File: config.mk
export PLATFORM = sky130hd
export DESIGN_NAME = jpeg_marker_segment_parser
export DESIGN_NICKNAME = d
export VERILOG_FILES = /design/src/rtl/jmsp_pkg.sv /design/src/rtl/jpeg_marker_segment_parser.sv
export VERILOG_INCLUDE_DIRS = /design/src /design/src/rtl
export SDC_FILE = /design/constraint.sdc
export NUM_CORES = 1
export LEC_CHECK = 0
export ABC_AREA = 1
export BUFFER_PORTS_ARGS = -buffer_cell sky130_fd_sc_hd__buf_2
export CAP_MARGIN = 0
export CORE_MARGIN = 4
export CORE_UTILIZATION = 56
export DETAILED_ROUTE_END_ITERATION = 12
export PLACE_DENSITY = 0.77
export SETUP_SLACK_MARGIN = 0.1
export SLEW_MARGIN = 20
export SYNTH_ARGS = -nofsm -noshare
export SYNTH_HDL_FRONTEND = slang
export SYNTH_SLANG_ARGS = --single-unit
File: constraint.sdc
create_clock -name clk -period 3.7 [get_ports clk]
set_input_delay 0.555 -clock clk [delete_from_list [all_inputs] [get_ports clk]]
set_output_delay 0.555 -clock clk [all_outputs]
set_load 0.005 [all_outputs]
File: src/rtl/jpeg_marker_segment_parser_defines.svh
// Assertion macros for the JPEG marker segment parser.
// Included by the top level; depends on a clock named clk and a reset named rst_n.
`ifndef JPEG_MARKER_SEGMENT_PARSER_DEFINES_SVH
`define JPEG_MARKER_SEGMENT_PARSER_DEFINES_SVH

`ifndef NO_ASSERTIONS

// The consequent must hold in the same cycle as the antecedent.
`define JMSP_ASSERT_SAME(label, ante, cons) \
    label: assert property (@(posedge clk) disable iff (!rst_n) (ante) |-> (cons)) \
        else $error("jmsp: same-cycle check failed");

// The consequent must hold in the cycle after the antecedent.
`define JMSP_ASSERT_NEXT(label, ante, cons) \
    label: assert property (@(posedge clk) disable iff (!rst_n) (ante) |=> (cons)) \
        else $error("jmsp: next-cycle check failed");

`else

`define JMSP_ASSERT_SAME(label, ante, cons)
`define JMSP_ASSERT_NEXT(label, ante, cons)

`endif

`endif

File: src/rtl/jmsp_pkg.sv
// Package for the JPEG marker segment parser: walk phase type and marker codes.
// No dependencies.
package jmsp_pkg;

    typedef enum logic [7:0] {
        PH_SIG  = 8'b0000_0001,
        PH_SEEK = 8'b0000_0010,
        PH_MARK = 8'b0000_0100,
        PH_LENH = 8'b0000_1000,
        PH_LENL = 8'b0001_0000,
        PH_BODY = 8'b0010_0000,
        PH_STOP = 8'b0100_0000,
        PH_BAD  = 8'b1000_0000
    } phase_t;

    localparam logic [7:0] BYTE_FF  = 8'hFF;
    localparam logic [7:0] MRK_SOI  = 8'hD8;
    localparam logic [7:0] MRK_TEM  = 8'h01;
    localparam logic [7:0] MRK_RST0 = 8'hD0;
    localparam logic [7:0] MRK_RST7 = 8'hD7;
    localparam logic [7:0] MRK_EOI  = 8'hD9;
    localparam logic [7:0] MRK_SOS  = 8'hDA;
    localparam logic [7:0] MRK_SOF0 = 8'hC0;
    localparam logic [7:0] MRK_SOFF = 8'hCF;
    localparam logic [7:0] MRK_DHT  = 8'hC4;
    localparam logic [7:0] MRK_JPG  = 8'hC8;
    localparam logic [7:0] MRK_DAC  = 8'hCC;
    localparam logic [7:0] MRK_SOF2 = 8'hC2;
    localparam logic [7:0] MRK_APPE = 8'hEE;

    // Number of SOF data bytes needed before the dimensions count.
    localparam logic [2:0] SOF_MIN_BODY = 3'd5;

    // Start-of-frame markers: C0..CF apart from DHT, JPG and DAC.
    function automatic logic is_sof(input logic [7:0] m);
        return (m >= MRK_SOF0) && (m <= MRK_SOFF) && (m != MRK_DHT) &&
               (m != MRK_JPG) && (m != MRK_DAC);
    endfunction

endpackage

File: src/rtl/jpeg_marker_segment_parser.sv
// JPEG marker segment parser: signature check, segment walk, SOF size capture.
// Depends on jmsp_pkg and jpeg_marker_segment_parser_defines.svh.
//
// Usage: the input channel carries one file byte per request (data_byte) with
// end_of_file marking the last byte of a file. Each accepted byte updates the
// walk state in the same cycle; there is no other pipeline stage. When the byte
// flagged end_of_file is accepted, one result request is loaded into the
// output register and out_valid rises on the next cycle. The block accepts one
// byte in every cycle while in_stall is low; the walk state registers are the
// only loop.
// The output register parts the two sides: bytes keep flowing while a result
// waits, and in_stall is raised only when a result is still held and out_stall
// is high, because the next end_of_file byte would have nowhere to go.
// While the receiver stalls, the result fields hold steady.
// Reset clears the walk state and the output valid flag; after each result
// the walk state returns to its reset values so the next byte starts a new file.
// TAIL_WINDOW sets the tail search: the D9 of the FF D9 pair must lie in the last TAIL_WINDOW - 1 bytes.

`include "jpeg_marker_segment_parser_defines.svh"

module jpeg_marker_segment_parser
    import jmsp_pkg::*;
#(
    parameter int TAIL_WINDOW = 64
)
(
    input  logic        clk,
    input  logic        rst_n,
    input  logic        in_valid,
    output logic        in_stall,
    input  logic [7:0]  data_byte,
    input  logic        end_of_file,
    output logic        out_valid,
    input  logic        out_stall,
    output logic        signature_ok,
    output logic [15:0] jpeg_width,
    output logic [15:0] jpeg_height,
    output logic        size_missing,
    output logic        is_progressive,
    output logic        adobe_marker,
    output logic        eoi_found
);

    // The EOI age saturates at TAIL_WINDOW, which already means "outside the window".
    localparam int               AGE_W   = $clog2(TAIL_WINDOW + 1);
    localparam logic [AGE_W-1:0] AGE_MAX = AGE_W'(TAIL_WINDOW);

    // Walk state.
    phase_t            phase_reg,      phase_next;
    logic [1:0]        sig_count_reg,  sig_count_next;
    logic [7:0]        marker_reg,     marker_next;
    logic [15:0]       bytes_left_reg, bytes_left_next;
    logic [2:0]        body_idx_reg,   body_idx_next;
    logic [15:0]       pend_w_reg,     pend_w_next;
    logic [15:0]       pend_h_reg,     pend_h_next;
    logic [15:0]       comm_w_reg,     comm_w_next;
    logic [15:0]       comm_h_reg,     comm_h_next;
    logic              prog_reg,       prog_next;
    logic              adobe_reg,      adobe_next;
    logic              ff_before_reg,  ff_before_next;
    logic [AGE_W-1:0]  eoi_age_reg,    eoi_age_next;

    // Result register.
    logic              res_valid_reg;
    logic              res_ok_reg,     res_ok_next;
    logic [15:0]       res_w_reg,      res_w_next;
    logic [15:0]       res_h_reg,      res_h_next;
    logic              res_miss_reg,   res_miss_next;
    logic              res_prog_reg,   res_prog_next;
    logic              res_adobe_reg,  res_adobe_next;
    logic              res_eoi_reg,    res_eoi_next;
    logic              res_load;

    logic              in_accept;

    // A new byte is refused only when a finished result is stuck in the output register.
    assign in_stall  = res_valid_reg & out_stall;
    assign in_accept = in_valid & ~in_stall;

    always_comb
    begin
        logic        seg_done;
        logic [15:0] seg_len;
        logic        file_ok;

        seg_done        = 1'b0;
        seg_len         = {bytes_left_reg[7:0], data_byte};
        file_ok         = 1'b0;

        phase_next      = phase_reg;
        sig_count_next  = sig_count_reg;
        marker_next     = marker_reg;
        bytes_left_next = bytes_left_reg;
        body_idx_next   = body_idx_reg;
        pend_w_next     = pend_w_reg;
        pend_h_next     = pend_h_reg;
        comm_w_next     = comm_w_reg;
        comm_h_next     = comm_h_reg;
        prog_next       = prog_reg;
        adobe_next      = adobe_reg;
        ff_before_next  = ff_before_reg;
        eoi_age_next    = eoi_age_reg;

        res_load        = 1'b0;
        res_ok_next     = res_ok_reg;
        res_w_next      = res_w_reg;
        res_h_next      = res_h_reg;
        res_miss_next   = res_miss_reg;
        res_prog_next   = res_prog_reg;
        res_adobe_next  = res_adobe_reg;
        res_eoi_next    = res_eoi_reg;

        if (in_accept)
        begin
            // Tail tracker: age counts bytes since the D9 of the latest FF D9 pair.
            if (eoi_age_reg < AGE_MAX)
            begin
                eoi_age_next = eoi_age_reg + AGE_W'(1);
            end
            if (ff_before_reg && (data_byte == MRK_EOI))
            begin
                eoi_age_next = AGE_W'(1);
            end
            ff_before_next = (data_byte == BYTE_FF);

            case (phase_reg)
                PH_SIG:
                begin
                    if (data_byte != ((sig_count_reg == 2'd1) ? MRK_SOI : BYTE_FF))
                    begin
                        phase_next = PH_BAD;
                    end
                    else if (sig_count_reg >= 2'd2)
                    begin
                        // The third signature byte doubles as the first marker's FF.
                        phase_next = PH_MARK;
                    end
                    else
                    begin
                        sig_count_next = sig_count_reg + 2'd1;
                    end
                end
                PH_SEEK:
                begin
                    if (data_byte == BYTE_FF)
                    begin
                        phase_next = PH_MARK;
                    end
                end
                PH_MARK:
                begin
                    if (data_byte == BYTE_FF)
                    begin
                        phase_next = PH_MARK;
                    end
                    else if ((data_byte == MRK_SOI) || (data_byte == MRK_TEM) ||
                             ((data_byte >= MRK_RST0) && (data_byte <= MRK_RST7)))
                    begin
                        phase_next = PH_SEEK;
                    end
                    else if ((data_byte == MRK_EOI) || (data_byte == MRK_SOS))
                    begin
                        phase_next = PH_STOP;
                    end
                    else
                    begin
                        marker_next = data_byte;
                        phase_next  = PH_LENH;
                    end
                end
                PH_LENH:
                begin
                    bytes_left_next = {8'd0, data_byte};
                    phase_next      = PH_LENL;
                end
                PH_LENL:
                begin
                    if (seg_len < 16'd2)
                    begin
                        phase_next = PH_STOP;
                    end
                    else
                    begin
                        bytes_left_next = seg_len - 16'd2;
                        body_idx_next   = 3'd0;
                        pend_w_next     = 16'd0;
                        pend_h_next     = 16'd0;
                        if (seg_len == 16'd2)
                        begin
                            seg_done = 1'b1;
                        end
                        else
                        begin
                            phase_next = PH_BODY;
                        end
                    end
                end
                PH_BODY:
                begin
                    case (body_idx_reg)
                        3'd1:    pend_h_next = {data_byte, 8'd0};
                        3'd2:    pend_h_next = {pend_h_reg[15:8], data_byte};
                        3'd3:    pend_w_next = {data_byte, 8'd0};
                        3'd4:    pend_w_next = {pend_w_reg[15:8], data_byte};
                        default: ;
                    endcase
                    if (body_idx_reg < SOF_MIN_BODY)
                    begin
                        body_idx_next = body_idx_reg + 3'd1;
                    end
                    bytes_left_next = bytes_left_reg - 16'd1;
                    if (bytes_left_reg == 16'd1)
                    begin
                        seg_done = 1'b1;
                    end
                end
                default:
                begin
                    phase_next = phase_reg;
                end
            endcase

            // A segment counts only once its last data byte has arrived.
            if (seg_done)
            begin
                if (is_sof(marker_reg) && (body_idx_next >= SOF_MIN_BODY))
                begin
                    comm_w_next = pend_w_next;
                    comm_h_next = pend_h_next;
                    if (marker_reg == MRK_SOF2)
                    begin
                        prog_next = 1'b1;
                    end
                end
                else if (marker_reg == MRK_APPE)
                begin
                    adobe_next = 1'b1;
                end
                phase_next = PH_SEEK;
            end

            if (end_of_file)
            begin
                file_ok        = (phase_next != PH_BAD) && (phase_next != PH_SIG);
                res_load       = 1'b1;
                res_ok_next    = file_ok;
                res_w_next     = file_ok ? comm_w_next : 16'd0;
                res_h_next     = file_ok ? comm_h_next : 16'd0;
                res_miss_next  = !file_ok || (comm_w_next == 16'd0) || (comm_h_next == 16'd0);
                res_prog_next  = file_ok && prog_next;
                res_adobe_next = file_ok && adobe_next;
                res_eoi_next   = file_ok && (eoi_age_next < AGE_MAX);

                // Back to the reset state for the next file.
                phase_next      = PH_SIG;
                sig_count_next  = 2'd0;
                marker_next     = 8'd0;
                bytes_left_next = 16'd0;
                body_idx_next   = 3'd0;
                pend_w_next     = 16'd0;
                pend_h_next     = 16'd0;
                comm_w_next     = 16'd0;
                comm_h_next     = 16'd0;
                prog_next       = 1'b0;
                adobe_next      = 1'b0;
                ff_before_next  = 1'b0;
                eoi_age_next    = AGE_MAX;
            end
        end
    end

    always_ff @(posedge clk or negedge rst_n)
    begin
        if (!rst_n)
        begin
            phase_reg      <= PH_SIG;
            sig_count_reg  <= 2'd0;
            marker_reg     <= 8'd0;
            bytes_left_reg <= 16'd0;
            body_idx_reg   <= 3'd0;
            pend_w_reg     <= 16'd0;
            pend_h_reg     <= 16'd0;
            comm_w_reg     <= 16'd0;
            comm_h_reg     <= 16'd0;
            prog_reg       <= 1'b0;
            adobe_reg      <= 1'b0;
            ff_before_reg  <= 1'b0;
            eoi_age_reg    <= AGE_MAX;
            res_valid_reg  <= 1'b0;
        end
        else
        begin
            phase_reg      <= phase_next;
            sig_count_reg  <= sig_count_next;
            marker_reg     <= marker_next;
            bytes_left_reg <= bytes_left_next;
            body_idx_reg   <= body_idx_next;
            pend_w_reg     <= pend_w_next;
            pend_h_reg     <= pend_h_next;
            comm_w_reg     <= comm_w_next;
            comm_h_reg     <= comm_h_next;
            prog_reg       <= prog_next;
            adobe_reg      <= adobe_next;
            ff_before_reg  <= ff_before_next;
            eoi_age_reg    <= eoi_age_next;
            if (res_load)
            begin
                res_valid_reg <= 1'b1;
            end
            else if (!out_stall)
            begin
                res_valid_reg <= 1'b0;
            end
        end
    end

    // Result payload; it only changes when a new result is loaded.
    always_ff @(posedge clk)
    begin
        res_ok_reg    <= res_ok_next;
        res_w_reg     <= res_w_next;
        res_h_reg     <= res_h_next;
        res_miss_reg  <= res_miss_next;
        res_prog_reg  <= res_prog_next;
        res_adobe_reg <= res_adobe_next;
        res_eoi_reg   <= res_eoi_next;
    end

    assign out_valid      = res_valid_reg;
    assign signature_ok   = res_ok_reg;
    assign jpeg_width     = res_w_reg;
    assign jpeg_height    = res_h_reg;
    assign size_missing   = res_miss_reg;
    assign is_progressive = res_prog_reg;
    assign adobe_marker   = res_adobe_reg;
    assign eoi_found      = res_eoi_reg;

    // The last byte of a file always produces a result on the next cycle.
    `JMSP_ASSERT_NEXT(a_eof_gives_result, in_accept && end_of_file, out_valid)
    // A taken result disappears unless another file ended in the same cycle.
    `JMSP_ASSERT_NEXT(a_result_drains,
        out_valid && !out_stall && !(in_accept && end_of_file), !out_valid)
    // The size flag agrees with the reported dimensions.
    `JMSP_ASSERT_SAME(a_size_flag,
        out_valid, size_missing == ((jpeg_width == 16'd0) || (jpeg_height == 16'd0)))
    // A file without the signature reports nothing else.
    `JMSP_ASSERT_SAME(a_bad_sig_clean, out_valid && !signature_ok,
        !eoi_found && !is_progressive && !adobe_marker && (jpeg_width == 16'd0))

endmodule
==> flow_summary.toml <==
[floorplanning]
dieArea_mm2 = 0.01714
die_x_um = 130.9
rows = 44
initial_core_util_pct = 57.78
die_h_um = 130.9
io_pins = 52
coreArea_mm2 = 0.01464

[cts]
clk_transition_reported_paths_ps = 70
cts-htree-levels = 4
cts-resized-gates = 0
numClockSinks = 149
clock_path_buffers = 2
cts_hold_buf = 0
clockRootBuffer = "clkbuf_16"
cts_tree = "done"
clk_latency_ps = 440
numCtsBuffers = 17
cts_setup_buffers = 0

[synthesis]
synth.top_cell.area_share_pct = 32.53
synth.cell_area_mm2 = 0.008461
syn_area_per_cell_um2 = 7.805
async_reset_ff_share_pct = 75.17
synth_cells = 1084
synth-seq-cells = 149
synth_area_leaders = "dfrtp_1 33%, edfxtp_1 13%, nand2_1 11%, o21ai_0 7.0%, inv_1 5.9%"
ys_top_cells_by_count = "237 x nand2_1, 133 x inv_1, 119 x o21ai_0, 110 x dfrtp_1, 110 x nor2_1"
yosysSeqAreaShare_pct = 46.29
yosysTopAreaCell = "dfrtp_1"
synth_edf_count = 37
ys_warn_count = 0
yosys.cell_count.top_type = "nand2_1"
syn_nets = 1109
synth_flop_cell = "dfrtp_1"
yosysUniqueCellTypes = 52

[timing]
period_needed_ps = 3171
post-route-period-util_pct = 85.69
fin_setup_tns_ps = 0
setup_viol = 0
worstMarginPinSlew_ps = 769.7
rsz0062_at_grt = "false"
hold_viol_final = 0
slew_headroom_pct = 48.63
max_freq_ghz = 0.3154
fin_ws_ps = 529.5
slew_violations = 0
finalClockSkew_ps = 10.51

[global_route]
grt.total_usage_pct = 28.28
grt_pass1_wl_um = 37920
gr-total-overflow = 0
antenna_found_initial = 0
grt_start_max_net_pins = 62
first_global_vias = 7549

[finish]
multi_input_area_mm2 = 0.003730
fillers = 1288
seq_area_mm2 = 0.003916
post_route_cells_drive_above_1_share_pct = 12.95
synthToLayoutAreaGrowth_pct = 11.56
diodes = 0
num-nets-final = 1147

[worst_setup_path]
max_stage_delay_ps = 570
crit_required_ps = 4000
path_cells = "nor2_2 -> nand2_4 -> nor2_4 -> buf_4 -> nor2_1 -> inv_2 -> nand3_1 -> nand2_1 -> nand2_2 -> nand3_4 -> nand2_1 -> o21ai_1 -> nor2_1 -> nand2_1 -> nor2_1 -> nand2_1 -> nand3_1"
start_kind = "flip-flop"
arrival_ps = 3470
crit_top_cell = "nand2_1"
crit_slowest_cell = "dfstp_2"
path_class = "reg2reg"
critPathMaxFanout = 46
worst_setup_path_end_kind = "flip-flop"

[placement]
dp_hpwl_um = 15280
io_buffers = 51
dp_slack_ps = 525.5
place_congestion = 0.9812

[power]
p_clk_share_pct = 44.7
p_leak_nw = 4.103
pwr-share-comb_pct = 12.1
seqPwrFrac_pct = 43.2
p_int_w = 0.002845
switching_share_pct = 29.18
ir_worst_vdd_mv = 0.4095
power_density_mw_per_mm2 = 425.6
switchingPower_w = 0.001172

[drt]
drt.antenna.violating_nets = 0
wl_um = 22970
dr.pass1.iters = 6
drc = 0
vias = 7793
drt_iter0_markers = 1042
post_drt_via_cell_ratio = 5.908
wl_per_cell_um = 17.41

[run]
maxCapViolations = 0

[worst_hold_path]
hp-class = "in2async"

[run_status]
status = "finished, final reports clean"
-- logic make-up (layout without fill, tap and decap cells) --
| family | count (synthesis) | in the layout | synth area share (%) |
|---|---|---|---|
| adder cells (fa/ha/maj) | 12 | 12 | 1.775 |
| AO/OA/AOI/OAI | 264 | 264 | 17.67 |
| XOR/XNOR | 3 | 3 | 0.3106 |
| AND/OR/NAND/NOR | 462 | 462 | 24.21 |
| flip-flops | 149 | 149 | 46.29 |
| buffers and inverters | 194 | 245 | 9.746 |
-- power groups by stage --
stage / combinational [W] / clock (W) / sequential, W
floorplan: 0.000365 / 0 / 0.00177
global placement: 0.000477 / 0 / 0.00177
detailed placement: 0.000486 / 0 / 0.00177
CTS: 0.000489 / 0.00181 / 0.00173
global route: 0.000542 / 0.00190 / 0.00174
finish: 0.000487 / 0.00180 / 0.00173
-- area by class of cell --
class | instances | share of cell area, %
flip-flops and latches | 149 | 41.49
inverters | 147 | 5.859
clock inverters | 15 | 2.002
clock buffers | 17 | 4.507
well taps | 184 | 2.439
repair buffers | 66 | 4.189
multi-input cells | 741 | 39.51
-- worst max-delay path: cells and delay by family, from the launching register on --
| kind | cells | cell delay, ps |
|---|---|---|
| AOI/OAI and AO/OA | 1 | 110 |
| buffers and inverters | 2 | 360 |
| and+or+nand+nor | 14 | 1950 |
| DFF | 1 | 570 |
-- path summary, 6_finish.rpt --
kind	startpoint	endpoint	slack (ps)	cells after the start
setup reg to reg	phase_reg[0]	size_missing	530	17
max in group asynchronous	rst_n	eoi_age_reg[6]	2720	2
setup / recovery	phase_reg[0]	size_missing	530	17
min in group clk	out_stall	out_valid	370	3
hold reg to reg	comm_h_reg[14]	comm_h_reg[14]	490	2
hold / removal	rst_n	bytes_left_reg[14]	170	1
-- cells in the final DEF, fill, tap and decap left out, types with 12 or more instances in the layout --
cell type / n
o21ai_0: 119
buf_2: 50
ha_1: 12
o21ai_1: 18
nand4_1: 31
a21oi_1: 39
dfrtp_1: 110
inv_1: 133
nand2_1: 237
clkbuf_16: 17
edfxtp_1: 37
o22ai_1: 47
nand3_1: 40
buf_4: 14
nor2_1: 108
-- per-stage QoR --
| stage | hold slack [ps] | total power (W) | utilization [%] | std cells | instance area (um^2) |
|---|---|---|---|---|---|
| after floorplan | 259.4 | 0.002131 | - | 1084 | 8463 |
| after global placement | 465.9 | 0.002242 | 60.26 | 1287 | 8825 |
| after detailed placement | 474.5 | 0.002252 | 60.26 | 1287 | 8825 |
| after CTS | 193.0 | 0.004030 | 64.46 | 1319 | 9439 |
| after global routing | 217.3 | 0.004175 | 64.46 | 1319 | 9439 |
| final | 166.9 | 0.004017 | 64.46 | 1319 | 9439 |
-- metal layers --
metal,part of all wire [%],GRT usage (%)
met1,43,38.13
met5,0,0
met4,2.2,9.679
met2,47,44.64
met3,8.4,7.398
No activity file was read; power rests on OpenSTA's default activity.
